[src/rtl/spa_pkg.sv]
package spa_pkg;

	typedef struct packed {
		logic       mode;
		logic [7:0] kind;
		logic       target_valid;
		logic [5:0] slot;
	} req_t;

	typedef struct packed {
		logic       status;
		logic [5:0] granted_slot;
		logic [6:0] live_count;
		logic       pool_empty;
	} res_t;

	localparam logic MODE_ALLOC   = 1'b0;
	localparam logic MODE_RELEASE = 1'b1;

	localparam logic STATUS_DONE   = 1'b0;
	localparam logic STATUS_REJECT = 1'b1;

	typedef enum logic {
		ST_IDLE,
		ST_EXEC
	} state_t;

endpackage

[src/rtl/slot_pool_allocator.sv]
// Slot pool allocator. A request (allocate or release) is taken at a clock edge where start
// is high and busy is low. Its result shows on result, marked by done high for exactly one
// cycle, passing through the EXEC state and then the done and result registers; nothing can
// hold it back, so the receiver must take it then. No new request is taken while busy is
// high: the accepting edge reads the live mark, position map, list tail and free stack
// memories, and the EXEC state writes them back; busy stays high across that read-modify-write.
// After reset slots are handed out from 0 upward; a counter of never-used slots stands in
// for the initial free stack contents, so the memories need no clearing pass and the block
// is ready as soon as reset is released. Released slots are handed out again last-in first-out.
// granted_slot and live_count carry the low bits of the slot number and of the live count.
module slot_pool_allocator import spa_pkg::*; #(
	parameter int SLOTS      = 64,
	parameter int KIND_BOUND = 8
) (
	input  logic clk,
	input  logic arst_n,
	input  logic start,
	input  req_t request,
	output logic busy,
	output logic done,
	output res_t result
);

	localparam int SW = $clog2(SLOTS);
	localparam int CW = $clog2(SLOTS + 1);

	state_t state_q, state_d;
	req_t   req_s1;
	logic   take, exec;

	logic [CW-1:0] total_q, pushed_q, fresh_q, total_next;

	logic [SW-1:0] stack_rd, list_rd, pos_rd;
	logic          live_rd;

	logic          alloc_ok, rel_ok;
	logic [SW-1:0] new_slot, rel_slot;

	logic          done_q;
	res_t          result_q, res_d;

	// next state
	always_comb begin
		state_d = state_q;
		unique case (state_q)
			ST_IDLE: begin
				if (start) state_d = ST_EXEC;
			end
			ST_EXEC: state_d = ST_IDLE;
			default: state_d = ST_IDLE;
		endcase
	end

	// state outputs
	always_comb begin
		unique case (state_q)
			ST_EXEC: begin
				busy = 1'b1;
				exec = 1'b1;
			end
			default: begin
				busy = 1'b0;
				exec = 1'b0;
			end
		endcase
	end

	assign take = start && !busy;

	always_ff @(posedge clk or negedge arst_n) begin
		if (!arst_n) begin
			state_q <= ST_IDLE;
		end else begin
			state_q <= state_d;
		end
	end

	always_ff @(posedge clk) begin
		if (take) req_s1 <= request;
	end

	// decide the request from the data read at the accepting edge
	assign new_slot = (pushed_q != '0) ? stack_rd : SW'(fresh_q);
	assign rel_slot = SW'(req_s1.slot);

	// a slot at or above the never-used count was never written: treat it as not live
	assign alloc_ok = exec && (req_s1.mode == MODE_ALLOC) && (32'(req_s1.kind) < KIND_BOUND)
		&& req_s1.target_valid && ((pushed_q != '0) || (32'(fresh_q) != SLOTS));
	assign rel_ok   = exec && (req_s1.mode == MODE_RELEASE)
		&& (32'(req_s1.slot) < 32'(fresh_q)) && live_rd;

	always_comb begin
		priority if (alloc_ok) begin
			total_next = total_q + CW'(1);
		end else if (rel_ok) begin
			total_next = total_q - CW'(1);
		end else begin
			total_next = total_q;
		end
	end

	always_comb begin
		res_d.status       = (alloc_ok || rel_ok) ? STATUS_DONE : STATUS_REJECT;
		res_d.granted_slot = alloc_ok ? 6'(new_slot) : '0;
		res_d.live_count   = 7'(total_next);
		res_d.pool_empty   = (total_next == '0);
	end

	always_ff @(posedge clk or negedge arst_n) begin
		if (!arst_n) begin
			total_q  <= '0;
			pushed_q <= '0;
			fresh_q  <= '0;
			done_q   <= 1'b0;
		end else begin
			done_q  <= exec;
			total_q <= total_next;
			if (alloc_ok) begin
				if (pushed_q != '0) begin
					pushed_q <= pushed_q - CW'(1);
				end else begin
					fresh_q <= fresh_q + CW'(1);
				end
			end else if (rel_ok) begin
				pushed_q <= pushed_q + CW'(1);
			end
		end
	end

	always_ff @(posedge clk) begin
		if (exec) result_q <= res_d;
	end

	assign done   = done_q;
	assign result = result_q;

	// free stack above the never-used slots: pop on allocate, push on release
	spa_ram #(.WIDTH(SW), .DEPTH(SLOTS)) u_stack_ram (
		.clk     (clk),
		.wr_en   (rel_ok),
		.wr_addr (SW'(pushed_q)),
		.wr_data (rel_slot),
		.rd_addr (SW'(pushed_q - CW'(1))),
		.rd_data (stack_rd)
	);

	spa_ram #(.WIDTH(1), .DEPTH(SLOTS)) u_live_ram (
		.clk     (clk),
		.wr_en   (alloc_ok || rel_ok),
		.wr_addr (alloc_ok ? new_slot : rel_slot),
		.wr_data (alloc_ok),
		.rd_addr (SW'(request.slot)),
		.rd_data (live_rd)
	);

	// append on allocate; on release move the tail entry into the hole
	spa_ram #(.WIDTH(SW), .DEPTH(SLOTS)) u_list_ram (
		.clk     (clk),
		.wr_en   (alloc_ok || rel_ok),
		.wr_addr (alloc_ok ? SW'(total_q) : pos_rd),
		.wr_data (alloc_ok ? new_slot : list_rd),
		.rd_addr (SW'(total_q - CW'(1))),
		.rd_data (list_rd)
	);

	spa_ram #(.WIDTH(SW), .DEPTH(SLOTS)) u_pos_ram (
		.clk     (clk),
		.wr_en   (alloc_ok || rel_ok),
		.wr_addr (alloc_ok ? new_slot : list_rd),
		.wr_data (alloc_ok ? SW'(total_q) : pos_rd),
		.rd_addr (SW'(request.slot)),
		.rd_data (pos_rd)
	);

	// every slot is either live, on the pushed part of the stack, or never used
	a_count_balance: assert property (@(posedge clk) disable iff (!arst_n)
		({1'b0, total_q} + {1'b0, pushed_q}) == {1'b0, fresh_q})
		else $error("live and pushed counts do not add up to used slots");

	a_take_then_result: assert property (@(posedge clk) disable iff (!arst_n)
		(start && !busy) |=> busy ##1 (done && !busy))
		else $error("request not answered two cycles after it was taken");

	a_no_grant_and_release: assert property (@(posedge clk) disable iff (!arst_n)
		!(alloc_ok && rel_ok))
		else $error("allocate and release decided together");

	a_done_after_exec: assert property (@(posedge clk) disable iff (!arst_n)
		done |-> $past(busy))
		else $error("result strobe without a request in progress");

endmodule

[src/rtl/spa_ram.sv]
module spa_ram #(
	parameter int WIDTH = 8,
	parameter int DEPTH = 64
) (
	input  logic                     clk,
	input  logic                     wr_en,
	input  logic [$clog2(DEPTH)-1:0] wr_addr,
	input  logic [WIDTH-1:0]         wr_data,
	input  logic [$clog2(DEPTH)-1:0] rd_addr,
	output logic [WIDTH-1:0]         rd_data
);

	logic [WIDTH-1:0] mem_q [DEPTH];

	always_ff @(posedge clk) begin
		if (wr_en) begin
			mem_q[wr_addr] <= wr_data;
		end
		rd_data <= mem_q[rd_addr];
	end

endmodule
[config.mk]
export PLATFORM = sky130hd
export DESIGN_NAME = slot_pool_allocator
export DESIGN_NICKNAME = d
export VERILOG_FILES = /design/src/rtl/spa_pkg.sv /design/src/rtl/slot_pool_allocator.sv /design/src/rtl/spa_ram.sv
export SDC_FILE = /design/constraint.sdc
export NUM_CORES = 1
export LEC_CHECK = 0
export BUFFER_PORTS_ARGS = -buffer_cell sky130_fd_sc_hd__buf_2
export CORE_MARGIN = 2
export CORE_UTILIZATION = 31
export CTS_CLUSTER_SIZE = 14
export DETAILED_ROUTE_END_ITERATION = 10
export MAX_ROUTING_LAYER = met4
export PLACE_DENSITY = 0.58
export SLEW_MARGIN = 20
export SYNTH_ARGS = -nofsm -noshare
export SYNTH_HDL_FRONTEND = slang
export SYNTH_HIERARCHICAL = 1
export SYNTH_SLANG_ARGS = --single-unit
[constraint.sdc]
create_clock -name clk -period 3.7 [get_ports clk]
set_input_delay 0.74 -clock clk [delete_from_list [all_inputs] [get_ports clk]]
set_output_delay 0.74 -clock clk [all_outputs]
set_load 0.01 [all_outputs]
Word level (Yosys, flattened, before mapping)
Memories as Yosys holds them, arrays and structs flattened. A register that Yosys moved wholly into a read port is not among the register bits.
Cells that the tools add are included.
{ "totals": {"word_cells": 58, "ram_bits": 448, "input_bits": 19, "n_memories": 2, "output_inout_bits": 17, "register_bits": 54} }
{ "classes": {"n_mux": 15, "n_lt_le_gt_ge": 2, "reduce_logical": 16, "eq_ne": 2, "add_sub_neg": 5, "bitwise": 3} }
{ "mem_list": {"columns": ["name", "depth", "width", "read_ports", "rd_clocked_by_memory_dff", "write_ports", "line_no", "text"], "rows": [
  ["u_stack_ram.mem_q", 64, 6, 1, 1, 1, "spa_ram.sv:13", "logic [WIDTH-1:0] mem_q [DEPTH];"],
  ["u_live_ram.mem_q", 64, 1, 1, 1, 1, "spa_ram.sv:13", null]
]} }
{ "op_table": {"columns": ["op", "n"], "rows": [
  ["two-way mux 7 bit", 5],
  ["adder 7 x 1 -> 7 bit (second input constant)", 3],
  ["subtractor 7 x 1 -> 7 bit (second input constant)", 2],
  ["two-way mux 6 bit", 2],
  ["logical AND 1 bit", 8],
  ["less-than comparator 8 x 4 -> 1 bit (second input constant)", 1],
  ["zero test 7 bit", 1],
  ["less-than comparator 6 x 7 -> 1 bit", 1],
  ["two-way mux 1 bit", 7],
  ["!= test 7 bit (second input constant)", 1],
  ["nonzero test 7 bit", 1],
  ["AND reduction 2 bit", 2],
  ["inverter 1 bit", 3],
  ["logical OR 1 bit", 2],
  ["!= test 2 x 1 -> 1 bit (second input constant)", 1],
  ["case mux 1 bit (2 select lines)", 1],
  ["nonzero test 2 bit", 1],
  ["zero test 1 bit", 1]
]} }

Depth between registers and ports, before layout
Gate-level depths: netlist of run 1.
{ "depth": {"depth_word": 8, "ltp_mapped": 13, "ltp_nobuf": 11} }

Hierarchy
Netlist of run 1, hierarchy kept.
{ "by_module_without_submodules": {"columns": ["module", "cells_each", "seq_area_each_um2", "instances", "area_each_um2"], "rows": [
  ["spa_ram (u_stack_ram)", 720, 11651.2, 1, 15225.9],
  ["spa_ram (u_live_ram)", 204, 1941.9, 1, 2914.0],
  ["slot_pool_allocator", 249, 1416.4, 1, 2748.9]
]} }

Worst setup path after synthesis of run 1
Ideal clock, no wire load.
{ "synth_path": {"path_kind": "register to register", "from": "register req_s1, in the netlist rel_slot[1]", "to": "memory u_stack_ram/mem_q[49][0] in the netlist's numbering (enable)", "path_buffers": 0, "arrival_time_ns": 3.129, "setup_ns": 0.377, "setup_slack_ns": 0.194, "required_time_ns": 3.323, "stages_incl_launch_ff": 9, "period_less_slack_ns": 3.506, "path_cell_list": "edfxtp_1 -> ha_1 -> a2111oi_2 -> o21a_1 -> nand2_1 -> inv_2 -> nor2b_1 -> nand4_1 -> nor3_1"} }
{ "synth_between": {"elab_chain_cells": 5} }
{ "synth_rtl": {"columns": ["item", "line_no", "text"], "rows": [
  ["start: declaration", "slot_pool_allocator.sv:28", "req_t req_s1;"],
  ["start signal: assignment", "slot_pool_allocator.sv:79", "if (take) req_s1 <= request;"],
  ["less-than comparator 6 x 7 -> 1 bit", "slot_pool_allocator.sv:90", "&& (32'(req_s1.slot) < 32'(fresh_q)) && live_rd;"],
  ["logical AND 1 bit (2 in series)", "slot_pool_allocator.sv:90", null],
  ["via rel_ok", "slot_pool_allocator.sv:36", "logic alloc_ok, rel_ok;"],
  ["two-way mux 1 bit", "spa_ram.sv:16", "if (wr_en) begin"],
  ["two-way mux 1 bit (implied by the code)", "spa_ram.sv:17", "mem_q[wr_addr] <= wr_data;"],
  ["end: declaration", "spa_ram.sv:13", null]
]} }
The timed path passes the listed nets, and every way through them passes these cells.

Final worst setup path of run 1
{ "layout_path": {"from": "register fresh_q[1]", "to": "memory u_stack_ram/mem_q[22][0] in the netlist's numbering (enable)"} }
{ "layout_between": {"elab_chain_cells": 5} }
{ "layout_rtl": {"columns": ["item", "line_no", "text"], "rows": [
  ["start: declaration", "slot_pool_allocator.sv:31", "logic [CW-1:0] total_q, pushed_q, fresh_q, total_next;"],
  ["start signal: assignment", "slot_pool_allocator.sv:122", "fresh_q <= fresh_q + CW'(1);"],
  ["less-than comparator 6 x 7 -> 1 bit", "slot_pool_allocator.sv:90", null],
  ["logical AND 1 bit (2 in series)", "slot_pool_allocator.sv:90", null],
  ["via rel_ok", "slot_pool_allocator.sv:36", null],
  ["two-way mux 1 bit", "spa_ram.sv:16", null],
  ["two-way mux 1 bit (implied by the code)", "spa_ram.sv:17", null]
]} }
The timed path passes the listed nets, and every way through them passes these cells.

==> flow_metrics.py, run 1 <==
metrics = {
    "global_route": {
        "grt_max_degree": 66,
        "grtUsageTotal_pct": 13.2,
        "gr-total-overflow": 0,
        "antenna_found_initial": 0,
        "grt_pass1_wl_mm": 68.4,
        "grt_pass1_vias": 11200,
    },
    "floorplan": {
        "start_util_pct": 31.2,
        "die_w_um": 264,
        "fp-row-count": 95,
        "die_h_um": 264,
        "core_um2": 66900,
        "dieArea_um2": 69500,
        "io_pins": 36,
    },
    "power_and_ir_drop": {
        "p_per_area_nw_per_um2": 682,
        "ir_worst_vdd_mv": 0.380,
        "p_leak_nw": 7.65,
    },
    "finish": {
        "drive_gt1_share_pct": 25.1,
        "stdcell_count": 2205,
        "areaGrowthSynthToFinish_pct": 15.6,
        "post-route-cell-area_um2": 24100,
        "nets": 1319,
        "antennaDiodeCount": 0,
    },
    "synthesis": {
        "syn-num-nets": 1204,
        "synthMostInstantiatedCell": "edfxtp_1",
        "synth-edff-count": 476,
        "ys_seq_area_share_pct": 71.9,
        "syn-cell-area_um2": 20900,
        "yosys_warnings": 6,
        "ys_types": 81,
        "synth_common_cells": "edfxtp_1 (476), nor2_1 (160), mux4_2 (97)",
        "synth_top_area_cell": "edfxtp_1",
        "synth_flop_cell": "edfxtp_1",
        "synth.avg_cell_area_um2": 17.8,
        "synth.top_cell.area_share_pct": 68.4,
        "syn-instance-count": 1173,
        "synthArstFlopShare_pct": 4.55,
        "synthTopCellsByArea": "edfxtp_1 (68%), mux4_2 (10%), nor2_1 (2.9%)",
        "ys_ff_latch": 506,
    },
    "timing": {
        "fin_ws_ns": 0.359,
        "fin_tns_setup_ns": 0,
        "period_share_pct": 90.3,
        "rsz0062_at_grt": "no",
        "max-slew-margin-rel_pct": 40.7,
        "finalSetupViolations": 0,
        "fin_skew_ns": 0.0196,
        "drv_slew": 0,
        "finalHoldViolCount": 0,
        "max_freq_mhz": 299,
        "worstMarginPinSlew_ns": 0.889,
        "finalCriticalPeriod_ns": 3.34,
    },
    "routing": {
        "antenna_left": 0,
        "post_drt_wl_per_cell_um": 20.2,
        "totalWireLength_mm": 44.4,
        "drt_iter0_markers": 974,
        "viasPerCell": 4.93,
        "remaining_drc_errors": 0,
        "drt_first_pass_iters": 6,
        "num_vias": 10900,
    },
    "place": {
        "placed_cells": 2107,
        "gp_congestion": 0.822,
        "place_area_um2": 22500,
        "numPortBuffers": 32,
        "pre_cts_slack_ns": 0.365,
        "dp_hpwl_mm": 27.7,
    },
    "worst_setup_path": {
        "slowest_delay_ns": 0.50,
        "worstPathCellList": "inv_1 -> ha_1 -> a2111oi_2 -> o21a_1 -> nand2_1 -> inv_2 -> nor2b_1 -> nand3_1 -> buf_4 -> nor2_1",
        "arrival_ns": 3.58,
        "critPathMaxFanout": 8,
        "startpoint_type": "flip-flop",
        "cp_data_required_time_ns": 3.93,
        "crit_slowest_cell": "nor2_1",
        "end_kind": "flip-flop",
        "path_class": "reg -> reg",
    },
    "clocking": {
        "cts_buffers": 52,
        "cts-root-buf": "clkbuf_16",
        "cts_max_path_buffers": 3,
        "clock-sinks": 506,
        "cts_tree": "yes",
        "clkTransAtPathRegs_ns": 0.06,
        "cts_resized": 0,
        "postCtsSetupBuffers": 0,
        "insertion_delay_ns": 0.60,
        "holdBufCountCts": 0,
        "htreeDepth": 2,
    },
    "min_path": {
        "hold_class": "in -> async",
    },
    "status": {
        "status": "finished, final reports clean",
    },
    "flow_run": {
        "maxCapViolations": 0,
    },
}
layout make-up:
cell class | count | area (um2)
fillers | 6147 | 42800
flip-flops and latches | 506 | 15000
multi-input cells | 593 | 5500
clock buffers | 69 | 1400
well taps | 873 | 1090
repair buffers | 118 | 831
clock inverters | 29 | 246
inverters | 17 | 70.1
per-stage QoR:
stage | utilization (%) | hold slack, ns | power (mW)
2_1_floorplan | - | 0.435 | 10.1
3_3_place_gp | 33.6 | 0.456 | 11.6
3_5_place_dp | 33.6 | 0.473 | 11.7
4_1_cts | 36.1 | 0.137 | 16.7
5_1_grt | 36.1 | 0.176 | 17.2
6_report | 36.1 | 0.145 | 16.5
flip-flops by register name (all words and copies together), names as in the netlist:
name / flops
u_live_ram/rd_data: 1
rel_slot: 6
pushed_q: 7
u_stack_ram/rd_data: 6
fresh_q: 7
done: 1
result: 15
total_q: 7
u_live_ram/mem_q: 64
state_q: 1
req_s1: 7
u_stack_ram/mem_q: 384
critical path: cells and delay by family (launching register included):
family | cells | cell delay [ns]
buffers and inverters | 3 | 0.48
AND/OR/NAND/NOR | 4 | 1.07
adder cells (fa/ha/maj) | 1 | 0.34
AO/OA/AOI/OAI | 2 | 0.71
flip-flops | 1 | 0.37
path summary, 6_finish.rpt:
kind	start	to	slack (ns)	cells after the start
max in group asynchronous	arst_n	fresh_q[1]	3.17	1
worst min register to register	pushed_q[6]	pushed_q[6]	0.48	1
worst max register to register	fresh_q[1]	u_stack_ram/mem_q[22][0]	0.36	10
worst min-delay path	arst_n	total_q[6]	0.14	1
min in group clk	request[15]	req_s1[15]	0.33	1
worst max-delay path	fresh_q[1]	u_stack_ram/mem_q[22][0]	0.36	10
cell families after synthesis:
kind of cell / Yosys count / synth area share [%]
flip-flops: 506 / 71.9
multiplexers: 134 / 13.3
buffers and inverters: 74 / 1.98
AO/OA/AOI/OAI: 112 / 4.02
XOR/XNOR: 16 / 0.707
AND/OR/NAND/NOR: 319 / 7.43
adder cells (fa/ha/maj): 12 / 0.719
cell usage in the layout, fill, tap and decap left out, drive strengths merged, types with 19 or more instances in the layout:
master    n
mux4    110
a21oi    19
nor2    160
nand3    31
clkbuf   69
edfxtp  476
nand2    33
clkinv   23
buf     118
dfrtp    23
report_power, final:
part           switching, mW  internal, mW
Combinational           2.83          2.16
Sequential            0.0932          6.38
Clock                   2.14          2.87
layer usage:
metal	up-vias	routed length, um	GRT usage (%)
li1	4937	-	-
met1	5606	19100	17.3
met2	283	22100	21.3
met3	54	2550	2.46
met4	0	693	3.01
met5	-	0	-
Note: power is estimated with default switching activity, not from simulation.
==> inputs of run 2 (changes only) <==
- ABC_AREA: unset -> 1
- CTS_BUF_LIST: unset -> sky130_fd_sc_hd__clkbuf_4 sky130_fd_sc_hd__clkbuf_8
==> flow_metrics.py, run 2 <==
metrics = {
    "finish": {
        "nets": 2083,
        "final_common_cell": "nand2_1",
        "largest_reg_flops": 384,
        "top_register": "u_stack_ram/mem_q",
        "post-route-util_pct": 35.4,
        "final_cell_mix": "nand2_1 (638), edfxtp_1 (476), nand3_1 (415)",
        "areaGrowthSynthToFinish_pct": 13.7,
        "drive_gt1_share_pct": 11.5,
    },
    "timing": {
        "rsz0062_at_grt": "no",
        "fin_skew_ns": 0.0417,
        "worstMarginPinSlew_ns": 0.949,
        "period_share_pct": 87.5,
        "max-slew-margin-rel_pct": 36.8,
        "drv_slew": 0,
        "fin_tns_setup_ns": 0,
        "max_freq_mhz": 309,
        "finalSetupViolations": 0,
        "finalHoldViolCount": 0,
        "finalCriticalPeriod_ns": 3.24,
    },
    "worst_setup_path": {
        "slowest_delay_ns": 0.41,
        "crit_slowest_cell": "dfrtp_1",
        "r2r_cells": 14,
        "arrival_ns": 3.61,
        "startpoint_type": "flip-flop",
        "critPathTopFamily": "simple AND/OR/NAND/NOR gates",
        "cp_data_required_time_ns": 4.08,
        "timing.rr.start": "fresh_q[0]",
        "critPathMaxFanout": 13,
        "rrSetupSlack_ns": 0.46,
        "worstPathCellList": "inv_1 -> ha_1 -> nand3_1 -> nor2_1 -> nand2_4 -> nand2_4 -> inv_2 -> nand2_4 -> o21ai_0 -> o21bai_1 -> inv_1 -> nor3_1 -> nand2_1 -> nor2_1",
        "cp_common_cell": "nand2_4",
        "end_kind": "flip-flop",
        "rr_endpoint": "u_live_ram/mem_q[31]",
        "cp_num_buf_inv": 3,
        "path_class": "reg -> reg",
    },
    "floorplan": {
        "io_pins": 36,
        "die_w_um": 269,
        "fp-row-count": 97,
        "core_um2": 69800,
        "die_h_um": 269,
        "dieArea_um2": 72300,
        "start_util_pct": 31.2,
    },
    "synthesis": {
        "synthTopCellsByArea": "edfxtp_1 (66%), nand2_1 (11%), nand3_1 (9.6%)",
        "synth.avg_cell_area_um2": 10.9,
        "synth_flop_cell": "edfxtp_1",
        "ys_types": 40,
        "synth.top_cell.area_share_pct": 65.7,
        "syn-instance-count": 1986,
        "synthArstFlopShare_pct": 4.55,
        "ys_seq_area_share_pct": 69.0,
        "ys_ff_latch": 506,
        "yosys_warnings": 6,
        "synth-edff-count": 476,
        "synthMostInstantiatedCell": "nand2_1",
        "synth_top_area_cell": "edfxtp_1",
        "syn-num-nets": 2017,
        "syn-cell-area_um2": 21700,
        "synth_common_cells": "nand2_1 (638), edfxtp_1 (476), nand3_1 (415)",
    },
    "flow_run": {
        "maxCapViolations": 0,
    },
    "routing": {
        "drt_first_pass_iters": 5,
        "viasPerCell": 4.83,
        "totalWireLength_mm": 52.6,
        "remaining_drc_errors": 0,
        "post_drt_wl_per_cell_um": 17.2,
        "num_vias": 14800,
        "antenna_left": 0,
        "drt_iter0_markers": 1245,
    },
    "place": {
        "gp_congestion": 0.840,
        "numPortBuffers": 32,
        "dp_hpwl_mm": 30.5,
    },
    "global_route": {
        "antenna_found_initial": 1,
        "grt_pass1_wl_mm": 81.1,
        "grtUsageTotal_pct": 15.1,
        "grt_pass1_vias": 14300,
        "grt_max_degree": 197,
        "gr-total-overflow": 0,
    },
    "power_and_ir_drop": {
        "p_leak_nw": 9.03,
        "intPower_mw": 11.3,
        "p_switching_mw": 7.15,
        "power.share.switching_pct": 38.8,
        "power_frac_comb_pct": 36.7,
        "ir_worst_vdd_mv": 0.628,
        "p_seq_share_pct": 35.2,
        "p_per_area_nw_per_um2": 745,
        "clkPwrFrac_pct": 28.1,
    },
    "clocking": {
        "cts-root-buf": "clkbuf_8",
        "htreeDepth": 3,
        "cts_tree": "yes",
        "clkTransAtPathRegs_ns": 0.06,
        "insertion_delay_ns": 0.68,
        "cts_buffers": 85,
        "postCtsSetupBuffers": 0,
        "clock-sinks": 506,
        "cts_max_path_buffers": 3,
    },
    "status": {
        "status": "finished, final reports clean",
    },
    "min_path": {
        "hold_class": "in -> async",
    },
}
run 2: cell types whose count changed in the layout (fill, tap and decap cells not counted), sizes merged, moves of 14 or more:
cell    previous run  this run
nor2b             14         0
mux2i             15         0
mux4             110         0
clkbuf            69       113
o22ai             16         1
buf              118        78
nand2             33       645
nand3             31       417
nor2             160       141
inv               18        79
run 2: worst max-delay path by stage:
stage / startpoint / endpoint / cells after the start
2_1_floorplan: rel_slot[2] / u_stack_ram/mem_q[48][0] / 9
3_3_place_gp: pushed_q[3] / u_live_ram/mem_q[7] / 11
3_5_place_dp: pushed_q[1] / u_live_ram/mem_q[23] / 12
4_1_cts: pushed_q[1] / u_live_ram/mem_q[31] / 12
5_1_grt: pushed_q[3] / u_live_ram/mem_q[31] / 13
6_report: fresh_q[0] / u_live_ram/mem_q[31] / 14
run 2: through the flow:
step	setup slack (ns)	area (um2)	instances	total power [mW]	hold slack, ns
final	0.462	24700	3060	18.4	0.0437
after global routing	0.116	24700	3060	19.6	0.0650
after CTS	0.379	24700	3058	18.5	0.0215
after detailed placement	0.417	22900	2905	13.3	0.466
after global placement	0.540	22900	2905	13.3	0.473
after floorplan	0.0663	21700	1986	11.3	0.441
run 2: cells by family (layout without fill, tap and decap cells):
kind of cell | count (synthesis) | after routing | synth area share [%]
compound gates | 28 | 28 | 0.771
xor+xnor | 15 | 15 | 0.604
fa+ha+maj | 12 | 12 | 0.691
buf+inv | 174 | 306 | 3.99
flops | 506 | 506 | 69.0
other cells | 0 | 2 | 0
simple gates | 1251 | 1251 | 24.9
run 2: layer usage:
metal	global-route usage [%]	up-vias	share of wire (%)	wire length [um]
met3	3.07	91	5.9	3100
met2	23.9	428	47	24900
met1	19.0	7230	44	23100
li1	-	7036	-	-
met5	-	-	0	0
met4	6.16	0	2.9	1520
run 2: timing repair:
action,CTS,global route
hold buffers,0,0
endpoints found under the setup margin,0,6
resized for setup,0,1
run 2: layout make-up:
cell class / instances / area [um2]
inverter: 75 / 297
antenna: 2 / 5.00
sequential: 506 / 15000
tap: 940 / 1180
multi-input combinational: 1306 / 5890
fill: 6866 / 45100
clock inverter: 40 / 360
timing repair buffer: 78 / 568
clock buffer: 113 / 1410
run 2: power groups by stage:
stage	Clock, mW	Combinational, mW	Sequential [mW]
4_1_cts	5.29	6.73	6.49
6_report	5.17	6.76	6.49
2_1_floorplan	0	4.63	6.64
5_1_grt	5.55	7.49	6.51
3_3_place_gp	0	6.65	6.61
3_5_place_dp	0	6.70	6.61
